## src/rtl/hst_pkg.sv

```systemverilog
// Shared types, codes and defaults for the hash set table.
`default_nettype none

package hst_pkg;

  localparam int KEY_W              = 32;
  localparam int NUM_BUCKETS_DEF    = 31;
  localparam int SLOTS_PER_BUCKET_DEF = 4;

  typedef logic [1:0]              op_t;
  typedef logic signed [KEY_W-1:0] key_t;

  localparam op_t OP_ADD    = 2'd0;
  localparam op_t OP_REMOVE = 2'd1;
  localparam op_t OP_TEST   = 2'd2;

  localparam logic STATUS_DONE = 1'b0;
  localparam logic STATUS_FULL = 1'b1;

endpackage

`default_nettype wire

```

## src/rtl/hst_in_if.sv

```systemverilog
// Request channel: operation and key, valid/ready handshake.
`default_nettype none

interface hst_in_if;
  import hst_pkg::*;

  logic valid;
  logic ready;
  op_t  op;
  key_t key;

  modport source (output valid, output op, output key, input ready);
  modport sink   (input valid, input op, input key, output ready);
endinterface

`default_nettype wire

```

## src/rtl/hst_out_if.sv

```systemverilog
// Result channel: presence flag and status, valid/ready handshake.
`default_nettype none

interface hst_out_if;
  logic valid;
  logic ready;
  logic was_present;
  logic status;

  modport source (output valid, output was_present, output status, input ready);
  modport sink   (input valid, input was_present, input status, output ready);
endinterface

`default_nettype wire

```

## src/rtl/hst_mod_unit.sv

```systemverilog
// Multiplier-based unit giving the non-negative remainder of a signed key modulo the bucket count.
`default_nettype none

module hst_mod_unit #(
  parameter int NUM_BUCKETS = hst_pkg::NUM_BUCKETS_DEF
) (
  input  wire logic                           clk,
  input  wire logic                           rst_n,
  input  wire logic                           start,
  input  wire hst_pkg::key_t                  key,
  output logic                                done,
  output logic [$clog2(NUM_BUCKETS)-1:0]      rem
);
  import hst_pkg::*;

  localparam int BW    = $clog2(NUM_BUCKETS);
  localparam int HALF  = KEY_W / 2;
  // hi * (2^16 mod N) + lo stays below 2^(HALF+BW)
  localparam int T_W   = HALF + BW;
  localparam int M_W   = T_W + 1;
  localparam int Q_W   = HALF + 1;
  localparam int SHIFT = T_W + BW;
  localparam int P_W   = T_W + M_W;

  localparam logic [63:0]    N64    = 64'(NUM_BUCKETS);
  localparam logic [M_W-1:0] HI_WT  = M_W'((64'd1 << HALF) % N64);
  localparam logic [M_W-1:0] RECIP  = M_W'((64'd1 << SHIFT) / N64);
  localparam logic [M_W-1:0] N_OP   = M_W'(NUM_BUCKETS);
  // 2^32 mod N: offset between the unsigned and signed reading of a negative key
  localparam logic [BW-1:0]  WRAP   = BW'((64'd1 << KEY_W) % N64);
  localparam logic [BW-1:0]  ADD_BK = BW'(N64 - ((64'd1 << KEY_W) % N64));
  localparam logic [BW:0]    DIVSOR = (BW+1)'(NUM_BUCKETS);

  localparam logic [2:0] MS_IDLE  = 3'd0;
  localparam logic [2:0] MS_SPLIT = 3'd1;
  localparam logic [2:0] MS_RECIP = 3'd2;
  localparam logic [2:0] MS_BACK  = 3'd3;
  localparam logic [2:0] MS_TRIM  = 3'd4;
  localparam logic [2:0] MS_FOLD  = 3'd5;

  logic [2:0]       step_r, step_nxt;
  logic             done_r, done_nxt;
  logic             neg_r, neg_nxt;
  logic [KEY_W-1:0] src_r, src_nxt;
  logic [T_W-1:0]   t_r, t_nxt;
  logic [Q_W-1:0]   q_r, q_nxt;
  logic [BW:0]      rest_r, rest_nxt;
  logic [BW-1:0]    rem_r, rem_nxt;
  logic [T_W-1:0]   mul_a;
  logic [M_W-1:0]   mul_b;
  logic [P_W-1:0]   prod;

  // one multiplier, operands chosen by the step
  always_comb begin
    unique case (step_r)
      MS_SPLIT: begin
        mul_a = T_W'(src_r[KEY_W-1:HALF]);
        mul_b = HI_WT;
      end
      MS_RECIP: begin
        mul_a = t_r;
        mul_b = RECIP;
      end
      MS_BACK: begin
        mul_a = T_W'(q_r);
        mul_b = N_OP;
      end
      default: begin
        mul_a = '0;
        mul_b = '0;
      end
    endcase
  end

  assign prod = P_W'(mul_a) * P_W'(mul_b);

  always_comb begin
    step_nxt = step_r;
    done_nxt = 1'b0;
    neg_nxt  = neg_r;
    src_nxt  = src_r;
    t_nxt    = t_r;
    q_nxt    = q_r;
    rest_nxt = rest_r;
    rem_nxt  = rem_r;
    if (start) begin
      step_nxt = MS_SPLIT;
      neg_nxt  = key[KEY_W-1];
      src_nxt  = key;
    end else begin
      unique case (step_r)
        MS_SPLIT: begin
          // fold the upper half in; the remainder is unchanged
          t_nxt    = prod[T_W-1:0] + T_W'(src_r[HALF-1:0]);
          step_nxt = MS_RECIP;
        end
        MS_RECIP: begin
          // quotient estimate, low by at most one
          q_nxt    = prod[SHIFT +: Q_W];
          step_nxt = MS_BACK;
        end
        MS_BACK: begin
          rest_nxt = (BW+1)'(t_r - prod[T_W-1:0]);
          step_nxt = MS_TRIM;
        end
        MS_TRIM: begin
          rem_nxt  = (rest_r >= DIVSOR) ? BW'(rest_r - DIVSOR) : rest_r[BW-1:0];
          step_nxt = MS_FOLD;
        end
        MS_FOLD: begin
          // fold the unsigned remainder back to the signed one
          if (neg_r) begin
            rem_nxt = (rem_r >= WRAP) ? rem_r - WRAP : rem_r + ADD_BK;
          end
          done_nxt = 1'b1;
          step_nxt = MS_IDLE;
        end
        default: begin
        end
      endcase
    end
  end

  always_ff @(posedge clk) begin
    if (!rst_n) begin
      step_r <= MS_IDLE;
      done_r <= 1'b0;
    end else begin
      step_r <= step_nxt;
      done_r <= done_nxt;
    end
    neg_r  <= neg_nxt;
    src_r  <= src_nxt;
    t_r    <= t_nxt;
    q_r    <= q_nxt;
    rest_r <= rest_nxt;
    rem_r  <= rem_nxt;
  end

  assign done = done_r;
  assign rem  = rem_r;

endmodule

`default_nettype wire

```

## src/rtl/hash_set_table_core.sv

```systemverilog
// Hash set of signed keys: bucket rows in memory, multiplier-based modulo hash, row compare and write-back.
//
//   channel | dir | payload                 | handshake
//   in_chan | in  | op[1:0], key[31:0] s    | valid/ready, taken when both high
//   out_chan| out | was_present, status     | valid/ready, taken when both high
//
// An item passes from acceptance to its result being offered through the
// hst_mod_unit steps (fold the key halves, reciprocal multiply, multiply back,
// trim, sign fold), the bucket latch, the row read and the compare/write-back.
// in_chan.ready returns the cycle after write-back, so no new item is taken
// before the last one is written back. After reset a clearing pass empties
// every row; no item is taken meanwhile. A result waiting on out_chan does not
// block the next item; a finished item holds in write-back until the result register frees.
`default_nettype none

module hash_set_table_core #(
  parameter int NUM_BUCKETS      = hst_pkg::NUM_BUCKETS_DEF,
  parameter int SLOTS_PER_BUCKET = hst_pkg::SLOTS_PER_BUCKET_DEF
) (
  input  wire logic   clk,
  input  wire logic   rst_n,
  hst_in_if.sink      in_chan,
  hst_out_if.source   out_chan
);
  import hst_pkg::*;

  localparam int BW = $clog2(NUM_BUCKETS);
  localparam int S  = SLOTS_PER_BUCKET;

  localparam logic [2:0] ST_CLEAR  = 3'd0;
  localparam logic [2:0] ST_IDLE   = 3'd1;
  localparam logic [2:0] ST_HASH   = 3'd2;
  localparam logic [2:0] ST_READ   = 3'd3;
  localparam logic [2:0] ST_UPDATE = 3'd4;

  logic [2:0]    state_r, state_nxt;
  logic [BW-1:0] clr_cnt_r, clr_cnt_nxt;
  logic [BW-1:0] bucket_r, bucket_nxt;
  op_t           op_r, op_nxt;
  key_t          key_r, key_nxt;

  logic          out_valid_r, out_valid_nxt;
  logic          present_r, present_nxt;
  logic          status_r, status_nxt;

  logic [S-1:0]            valid_mem [NUM_BUCKETS];
  logic [S-1:0][KEY_W-1:0] key_mem   [NUM_BUCKETS];
  logic [S-1:0]            row_valid_r;
  logic [S-1:0][KEY_W-1:0] row_key_r;

  logic                    wr_en;
  logic                    key_wr_en;
  logic [BW-1:0]           wr_addr;
  logic [S-1:0]            wr_valid;
  logic [S-1:0][KEY_W-1:0] wr_key;

  logic          accept;
  logic          mod_done;
  logic [BW-1:0] mod_rem;

  logic [S-1:0]  hit_vec, hit_oh, free_vec, free_oh;
  logic          hit_any, free_any;
  logic          out_free;

  hst_mod_unit #(
    .NUM_BUCKETS (NUM_BUCKETS)
  ) u_mod (
    .clk   (clk),
    .rst_n (rst_n),
    .start (accept),
    .key   (in_chan.key),
    .done  (mod_done),
    .rem   (mod_rem)
  );

  assign in_chan.ready = (state_r == ST_IDLE);
  assign accept        = in_chan.valid && in_chan.ready;
  assign out_free      = !out_valid_r || out_chan.ready;

  // compare every slot of the row at once, pick the lowest match and free slot
  always_comb begin
    for (int s = 0; s < S; s++) begin
      hit_vec[s] = row_valid_r[s] && (row_key_r[s] == key_r);
    end
    free_vec = ~row_valid_r;
    hit_oh   = hit_vec & (~hit_vec + S'(1));
    free_oh  = free_vec & (~free_vec + S'(1));
    hit_any  = |hit_vec;
    free_any = |free_vec;
  end

  always_comb begin
    state_nxt     = state_r;
    clr_cnt_nxt   = clr_cnt_r;
    bucket_nxt    = bucket_r;
    op_nxt        = op_r;
    key_nxt       = key_r;
    out_valid_nxt = out_valid_r && !out_chan.ready;
    present_nxt   = present_r;
    status_nxt    = status_r;
    wr_en         = 1'b0;
    key_wr_en     = 1'b0;
    wr_addr       = bucket_r;
    wr_valid      = row_valid_r;
    wr_key        = row_key_r;

    unique case (state_r)
      ST_CLEAR: begin
        wr_en    = 1'b1;
        wr_addr  = clr_cnt_r;
        wr_valid = '0;
        clr_cnt_nxt = clr_cnt_r + BW'(1);
        if (clr_cnt_r == BW'(NUM_BUCKETS - 1)) begin
          state_nxt = ST_IDLE;
        end
      end
      ST_IDLE: begin
        if (accept) begin
          op_nxt    = in_chan.op;
          key_nxt   = in_chan.key;
          state_nxt = ST_HASH;
        end
      end
      ST_HASH: begin
        if (mod_done) begin
          bucket_nxt = mod_rem;
          state_nxt  = ST_READ;
        end
      end
      ST_READ: begin
        state_nxt = ST_UPDATE;
      end
      ST_UPDATE: begin
        // hold until the result register can take this item
        if (out_free) begin
          out_valid_nxt = 1'b1;
          present_nxt   = hit_any;
          status_nxt    = STATUS_DONE;
          unique case (op_r)
            OP_ADD: begin
              if (!hit_any) begin
                if (free_any) begin
                  wr_en     = 1'b1;
                  key_wr_en = 1'b1;
                  wr_valid  = row_valid_r | free_oh;
                  for (int s = 0; s < S; s++) begin
                    if (free_oh[s]) begin
                      wr_key[s] = key_r;
                    end
                  end
                end else begin
                  status_nxt = STATUS_FULL;
                end
              end
            end
            OP_REMOVE: begin
              if (hit_any) begin
                wr_en    = 1'b1;
                wr_valid = row_valid_r & ~hit_oh;
              end
            end
            OP_TEST: begin
            end
            default: begin
              // undefined code: behave as a test
            end
          endcase
          state_nxt = ST_IDLE;
        end
      end
      default: begin
        state_nxt = ST_IDLE;
      end
    endcase
  end

  always_ff @(posedge clk) begin
    if (!rst_n) begin
      state_r     <= ST_CLEAR;
      clr_cnt_r   <= '0;
      out_valid_r <= 1'b0;
    end else begin
      state_r     <= state_nxt;
      clr_cnt_r   <= clr_cnt_nxt;
      out_valid_r <= out_valid_nxt;
    end
    bucket_r  <= bucket_nxt;
    op_r      <= op_nxt;
    key_r     <= key_nxt;
    present_r <= present_nxt;
    status_r  <= status_nxt;
  end

  always_ff @(posedge clk) begin
    if (wr_en) begin
      valid_mem[wr_addr] <= wr_valid;
    end
    if (key_wr_en) begin
      key_mem[wr_addr] <= wr_key;
    end
    if (state_r == ST_READ) begin
      row_valid_r <= valid_mem[bucket_r];
      row_key_r   <= key_mem[bucket_r];
    end
  end

  assign out_chan.valid       = out_valid_r;
  assign out_chan.was_present = present_r;
  assign out_chan.status      = status_r;

endmodule

`default_nettype wire
```

## src/flat_wrapper.sv

```systemverilog
// flat-port wrapper written by rule: the top's interface ports become plain ports
module hash_set_table_core_flat import hst_pkg::*;
#(
  parameter int NUM_BUCKETS      = hst_pkg::NUM_BUCKETS_DEF,
  parameter int SLOTS_PER_BUCKET = hst_pkg::SLOTS_PER_BUCKET_DEF
)
  (clk, rst_n, in_chan_valid, in_chan_op, in_chan_key, in_chan_ready, out_chan_valid, out_chan_was_present, out_chan_status, out_chan_ready);
  hst_in_if in_chan_i ();
  hst_out_if out_chan_i ();
  input  wire logic clk;
  input  wire logic rst_n;
  input wire logic [$bits(in_chan_i.valid)-1:0] in_chan_valid;
  input wire logic [$bits(in_chan_i.op)-1:0] in_chan_op;
  input wire logic [$bits(in_chan_i.key)-1:0] in_chan_key;
  output wire logic [$bits(in_chan_i.ready)-1:0] in_chan_ready;
  output wire logic [$bits(out_chan_i.valid)-1:0] out_chan_valid;
  output wire logic [$bits(out_chan_i.was_present)-1:0] out_chan_was_present;
  output wire logic [$bits(out_chan_i.status)-1:0] out_chan_status;
  input wire logic [$bits(out_chan_i.ready)-1:0] out_chan_ready;
  assign in_chan_i.valid = in_chan_valid;
  assign in_chan_i.op = in_chan_op;
  assign in_chan_i.key = in_chan_key;
  assign in_chan_ready = in_chan_i.ready;
  assign out_chan_valid = out_chan_i.valid;
  assign out_chan_was_present = out_chan_i.was_present;
  assign out_chan_status = out_chan_i.status;
  assign out_chan_i.ready = out_chan_ready;
  hash_set_table_core #(.NUM_BUCKETS(NUM_BUCKETS), .SLOTS_PER_BUCKET(SLOTS_PER_BUCKET)) u_core (.clk(clk), .rst_n(rst_n), .in_chan(in_chan_i), .out_chan(out_chan_i));
endmodule
```

## config.mk

```make
export PLATFORM = sky130hd
export DESIGN_NAME = hash_set_table_core_flat
export DESIGN_NICKNAME = d
export VERILOG_FILES = /design/src/rtl/hst_pkg.sv /design/src/rtl/hst_in_if.sv /design/src/rtl/hst_out_if.sv /design/src/rtl/hst_mod_unit.sv /design/src/rtl/hash_set_table_core.sv /design/src/flat_wrapper.sv
export SDC_FILE = /design/constraint.sdc
export NUM_CORES = 2
export LEC_CHECK = 0
export BUFFER_PORTS_ARGS = -buffer_cell sky130_fd_sc_hd__buf_2
export CAP_MARGIN = 10
export CORE_MARGIN = 5
export CORE_UTILIZATION = 50
export DETAILED_ROUTE_END_ITERATION = 6
export PLACE_DENSITY = 0.65
export REMOVE_ABC_BUFFERS = 1
export SLEW_MARGIN = 40
export SYNTH_ARGS = -nofsm -noshare
export SYNTH_HDL_FRONTEND = slang
export SYNTH_HIERARCHICAL = 1
export SYNTH_SLANG_ARGS = --single-unit
```

## constraint.sdc

```tcl
create_clock -name clk -period 19.9 [get_ports clk]
set_clock_uncertainty 0.2 [all_clocks]
set_input_delay 3.98 -clock clk [delete_from_list [all_inputs] [get_ports clk]]
set_output_delay 3.98 -clock clk [all_outputs]
set_load 0.05 [all_outputs]
```

# After elaboration in Yosys (flattened, before gate mapping)
# Memory sizes are Yosys's and may differ from the RTL's. A register that Yosys moved wholly into a read port is not among the register bits.
# Index checks and enable logic that the tools add are counted.
# word_totals
mem_bits_rw	4092
reg_bits	136
input_bits	38
word_cells	133
out_inout_bits	4
n_memories	2
# memory_table
memory	words	width	read_ports	rd_clocked_by_memory_dff	wr	line	source
u_core.key_mem	31	128	1	1	1	hash_set_table_core.sv:47	logic [S-1:0][KEY_W-1:0] key_mem [NUM_BUCKETS];
u_core.valid_mem	31	4	1	1	1	hash_set_table_core.sv:46	logic [S-1:0] valid_mem [NUM_BUCKETS];
# op_classes
order_cmp	2
bitwise	11
n_eq_ne	20
multipliers	1
reduce_logical	26
mux	46
add_sub_neg	8
# ops
cell	n
128-bit 2-to-1 mux	5
32-bit == test	4
32-bit 2-to-1 mux	4
22-bit case mux with 3 select lines	1
21-bit case mux with 3 select lines	1
21-bit by 22-bit multiplier with 43-bit output	1
3-bit case mux with 5 select lines	2
21-bit by 16-bit adder with 21-bit output	1
5-bit 2-to-1 mux	4
1-bit 2-to-1 mux	16
4-bit 2-to-1 mux	4
4-bit NOT	4
4-bit case mux with 2 select lines	2
4-bit AND	3
3-bit by 2-bit == test with 1-bit output (second input constant)	4
3-bit 2-to-1 mux	4
2-bit AND reduction	6
5-bit case mux with 2 select lines	1
3-bit == test (second input constant)	3
4-bit by 1-bit adder with 4-bit output (second input constant)	2
4-bit OR reduction	2
3-bit by 1-bit == test with 1-bit output (second input constant)	2
6-bit by 5-bit >= comparator with 1-bit output (second input constant)	1
1-bit logical AND	6
other kinds (24)	31

# Longest topological paths before layout
# depth
word_depth	11
depth_mapped	33
depth_no_buf	30

# By module
# Netlist, hierarchy kept.
# by_module_without_submodules
module	cells_each	seq_area_each_um2	area_per_inst_um2	n_inst
hash_set_table_core	6877	128253.0	164612.9	1
hst_mod_unit	1092	2512.4	11290.8	1

# Worst setup path after synthesis
# Ideal clock, no wire load.
# synth_path
path_kind	input to register
start	input port out_chan_ready
end	memory u_core/key_mem[1][0] (netlist bit) (enable)
required_time_ns	18.771
setup_time_ns	0.929
path_stages	5
slack_ns	2.144
arrival_ns	16.627
path_buffers	0
cell_sequence	nand2b_1 nand2_1 nor3_1 nand2_1 nor4_1
# synth_between
elab_chain_cells	5
# synth_lines
item	line	source
start, declared	flat_wrapper.sv:19	input wire logic [$bits(out_chan_i.ready)-1:0] out_chan_ready;
1-bit logical OR	hash_set_table_core.sv:78	assign out_free = !out_valid_r || out_chan.ready;
1-bit 2-to-1 mux	hash_set_table_core.sv:135	if (out_free) begin
1-bit 2-to-1 mux	hash_set_table_core.sv:107	unique case (state_r)
1-bit 2-to-1 mux	hash_set_table_core.sv:198	if (key_wr_en) begin
1-bit 2-to-1 mux (implied by the code)	hash_set_table_core.sv:199	key_mem[wr_addr] <= wr_key;
end, declared	hash_set_table_core.sv:47	
# No other way between the ends.

# Worst setup path in the final report
# layout_path
start	register u_core.u_mod.step_r[0]
end	register u_core.u_mod.t_r[18], data pin
# layout_between
elab_chain_cells	4
elab_cells_between_ends	7
classes_between	1 x add/sub; 1 x mul; 3 x eq/ne; 2 x mux
# layout_lines
item	line	source
start, declared	hst_mod_unit.sv:41	logic [2:0] step_r, step_nxt;
start signal, assigned	hst_mod_unit.sv:129	step_r <= step_nxt;
3-bit by 2-bit == test with 1-bit output or 3-bit by 1-bit == test with 1-bit output (tied branches)	hst_mod_unit.sv:55	unique case (step_r)
21-bit case mux with 3 select lines or 22-bit case mux with 3 select lines (tied branches)	hst_mod_unit.sv:55	
21-bit by 22-bit multiplier with 43-bit output *	hst_mod_unit.sv:75	assign prod = P_W'(mul_a) * P_W'(mul_b);
21-bit by 16-bit adder with 21-bit output *	hst_mod_unit.sv:94	t_nxt = prod[T_W-1:0] + T_W'(src_r[HALF-1:0]);
end signal, assigned	hst_mod_unit.sv:134	t_r <= t_nxt;
end, declared	hst_mod_unit.sv:45	logic [T_W-1:0] t_r, t_nxt;
# Mark *: on every way between the ends. The rest lies on a longest branch, timed or not.
# A chain may end at the register's enable or synchronous reset.

==> metrics.txt <==
drt first pass iters 6; Die Wd 603.1 um; R2R Setup Slk 11.57 ns; ANT nets after route 0; Post-CTS Resized 0; Area Growth Syn to Fin 12.03%; area of the mapped netlist 0.1759 mm2; slowest CP cell nor2b_1; GR Layer Usage met3 0.04198; power density over the cells 90.78 mW/mm2; Post-CTS Repair Setup Buffers 0; Synth area leader edfxtp_1; Startpoint Class register; dominant synthesized flop cell edfxtp_1; worst vdd ir 0.00007346 V; Sw Ratio 0.1926; Worst path max stage delay 0.70 ns; Setup crit start u_core/u_mod/step_r[0]; Synth area leaders edfxtp_1, mux4_2, ha_1; routed via count 83760; Post-synth EDFFs 4346; H-tree depth 5; Setup Viol. Count Final 0; Initial Utilization 0.5026; CTS Root Cell clkbuf_16; HPWL after DPL 242700 um; final wirelength 438900 um; setup ws final 11.57 ns; slew margin rel. 0.3893; fmax 0.1200 GHz; drt initial violations 11210; max-cap check violation count 0; post-synth cell types 86; share of Yosys cell area claimed by the top area cell type 0.7419; Pleak 63.70 nW; FILL cells 25280; clock sinks 4359; Final min period 8.331 ns; PnR Total Power 0.01789 W; met2 Use GR 0.3772; syn_area_per_cell 22.07 um2; capturing element type of the critical path register; Worst-Skew Late Latency 0.99 ns; Synth Area in Simple Gates 0.01444; CP arrival 8.83 ns; Placed Cells 12440; critical path class register to register; Placer Congestion 0.8409; wire per inst 33.15 um; Core Rows 217; status completed; CTS Buffer Depth 4; final core occ 0.5631; mux cell area share after synthesis 0.1781; Via density 6.326; Hold-fix buffers, CTS 0; Min-Delay Endpoint u_core/bucket_r[0]; final cell count without fillers 13240; GR Util met1 0.3545; Reg clk slew, reported paths 0.06 ns; initial antenna violation count 11; register area share after synthesis 0.7434; Final Hold Viols 0; gr usage total 0.2410; hold path depth 0; number of synthesized register bits 4359; total die area 0.3638 mm2; Fin Setup TNS 0 ns; Post-synth ARST share 0; period utilisation layout 0.4187; first-pass GRT wire length 633800 um; vias in the first global route 85210; DRC Markers 0; Switch Pwr 0.003446 W; RSZ-0062 raised after global routing no; WP buf/inv 5; final net count 8665; Final Max Slew Viols 0; Hold Crit Class register to register; Adder-Cell Fraction of Synth Area 0.02867; grt ovf 0; min-delay src u_core/u_mod/rem[0]; R2R depth 29; layout cells sized above 1 0.2767; CP top delay family adder cells; xor/xnor share of the synthesized area 0.009553; TritonCTS clock tree done; reg2reg start u_core/u_mod/step_r[0]; TritonCTS Buffers 433; CP Max Fanout 25; Die Height 603.1 um; P_int 0.01444 W; CP required 20.40 ns; post-synthesis compound-gate area fraction 0.01208; post-synthesis instance total 7969; part of the power in the clock network 0.439; PortBufs 41; gr busiest metal met2; Slew @ Worst Pin 0.9161 ns; Ports 42; largest net degree at the start of global routing 136; R2R Path End u_core/u_mod/t_r[18]; main combinational cell family by area after synthesis multiplexers; Combinational Power Share 0.004; core area 0.3500 mm2; Seq pwr share 0.556; Place WS 11.32 ns; Ys Warns 6
[worst max path at each step]
stage	endpoint	slack [ns]	cells after the start
final	u_core/u_mod/t_r[18]	11.57	29
after global routing	u_core/u_mod/t_r[18]	11.06	29
after CTS	u_core/u_mod/t_r[18]	11.27	29
after detailed placement	u_core/u_mod/t_r[18]	11.32	29
after global placement	u_core/key_mem[30][21]	11.12	10
after floorplan	u_core/key_mem[1][0]	-31.73	2
[per-stage QoR]
step / area [um2] / hold WS [ns]
global placement: 182200 / 0.2390
detailed placement: 183200 / 0.2589
finish: 197100 / 0.2708
global route: 197100 / 0.2897
CTS: 196800 / 0.2842
floorplan: 174300 / 0.2264
[power groups by stage]
stage	Clock [W]	Sequential [W]	Combinational, W
3_3_place_gp	0	0.0101	0.0000797
6_report	0.00786	0.00995	0.0000796
2_1_floorplan	0	0.0101	0.0000458
5_1_grt	0.00841	0.00994	0.0000899
3_5_place_dp	0	0.0101	0.0000783
4_1_cts	0.00799	0.00995	0.0000806
[cells in the mapped netlist (7+ instances only)]
cell type	number
ha_1	227
clkbuf_1	262
edfxtp_1	4346
xnor2_1	103
mux2_2	245
fa_1	110
a22oi_1	16
a21o_1	23
a21oi_1	59
nand2_1	211
buf_2	51
mux2i_1	137
nor2_1	125
inv_1	209
o21ai_0	159
dfxtp_1	13
nor4_1	26
buf_1	77
o21a_1	12
xor2_1	87
nand4_1	36
a31oi_1	7
nor3_1	13
nor2b_1	10
or2_2	11
and3_1	20
mux2_4	30
mux4_2	1188
o31ai_1	8
and2_1	21
nand3b_1	7
nand3_1	23
[registers in the layout (all words and copies together) (netlist names)]
name and count:
u_core/out_chan.was_present 1, u_core/u_mod/done 1, u_core/key_r 32, u_core/u_mod/rem 5, u_core/valid_mem 124, u_core/bucket_r 5
u_core/u_mod/q_r 17, u_core/row_valid_r 4, u_core/u_mod/step_r 3, u_core/state_r 3, u_core/out_chan.status 1, u_core/u_mod/neg_r 1
u_core/row_key_r 128, u_core/op_r 2, u_core/out_chan.valid 1, u_core/key_mem 3968, u_core/u_mod/src_r 31, u_core/clr_cnt_r 5
u_core/u_mod/t_r 21, u_core/u_mod/rest_r 6
[routing by layer]
layer | vias up | part of all wire
li1 | 33760 | -
met1 | 45290 | 0.40
met2 | 4031 | 0.48
met3 | 666 | 0.090
met4 | 6 | 0.030
met5 | - | 0.000071
[cell usage in the layout (no fill, tap or decap), types with 11 or more instances in the layout]
master     instances
nand4_1           36
conb_1            16
dfxtp_1           12
a21o_1            23
buf_12            30
buf_8             11
bufinv_16         35
o21ai_0          159
buf_4             95
clkinv_1         115
nor3_1            11
buf_6             72
edfxtp_1        4346
nor2_4            32
or2_2             11
mux2i_1          137
nand2_1          211
inv_6             12
clkinv_2          64
mux4_2          1188
buf_16            19
mux2_2           245
nor2_1            94
xor2_1            85
clkinv_8          11
o21a_1            12
and3_1            20
buf_2             41
nor4_1            21
fa_1             110
nand3_1           22
a21oi_1           58
ha_1             227
inv_1            209
and2_1            19
clkbuf_1          95
mux2_4            30
clkbuf_16        437
a22oi_1           16
xnor2_1          100
[cell families after synthesis]
logic type	after synthesis
other	2
DFF	4359
buffers and inverters	606
and+or+nand+nor	534
AOI/OAI and AO/OA	340
adders and majority gates	337
muxes	1600
xor gates and xnor gates	191
[area by class of cell]
class	instances	area, um2	area share
clock buffer	533	11290	0.05731
clock inverter	248	2261	0.01147
sequential	4359	130800	0.6636
inverter	209	784.5	0.003981
multi-input combinational	3018	43150	0.2190
tap	4599	5754	0.02920
antenna	5	12.51	0.00006349
timing repair buffer	269	3043	0.01544
Note: power is estimated with default switching activity, not from simulation.
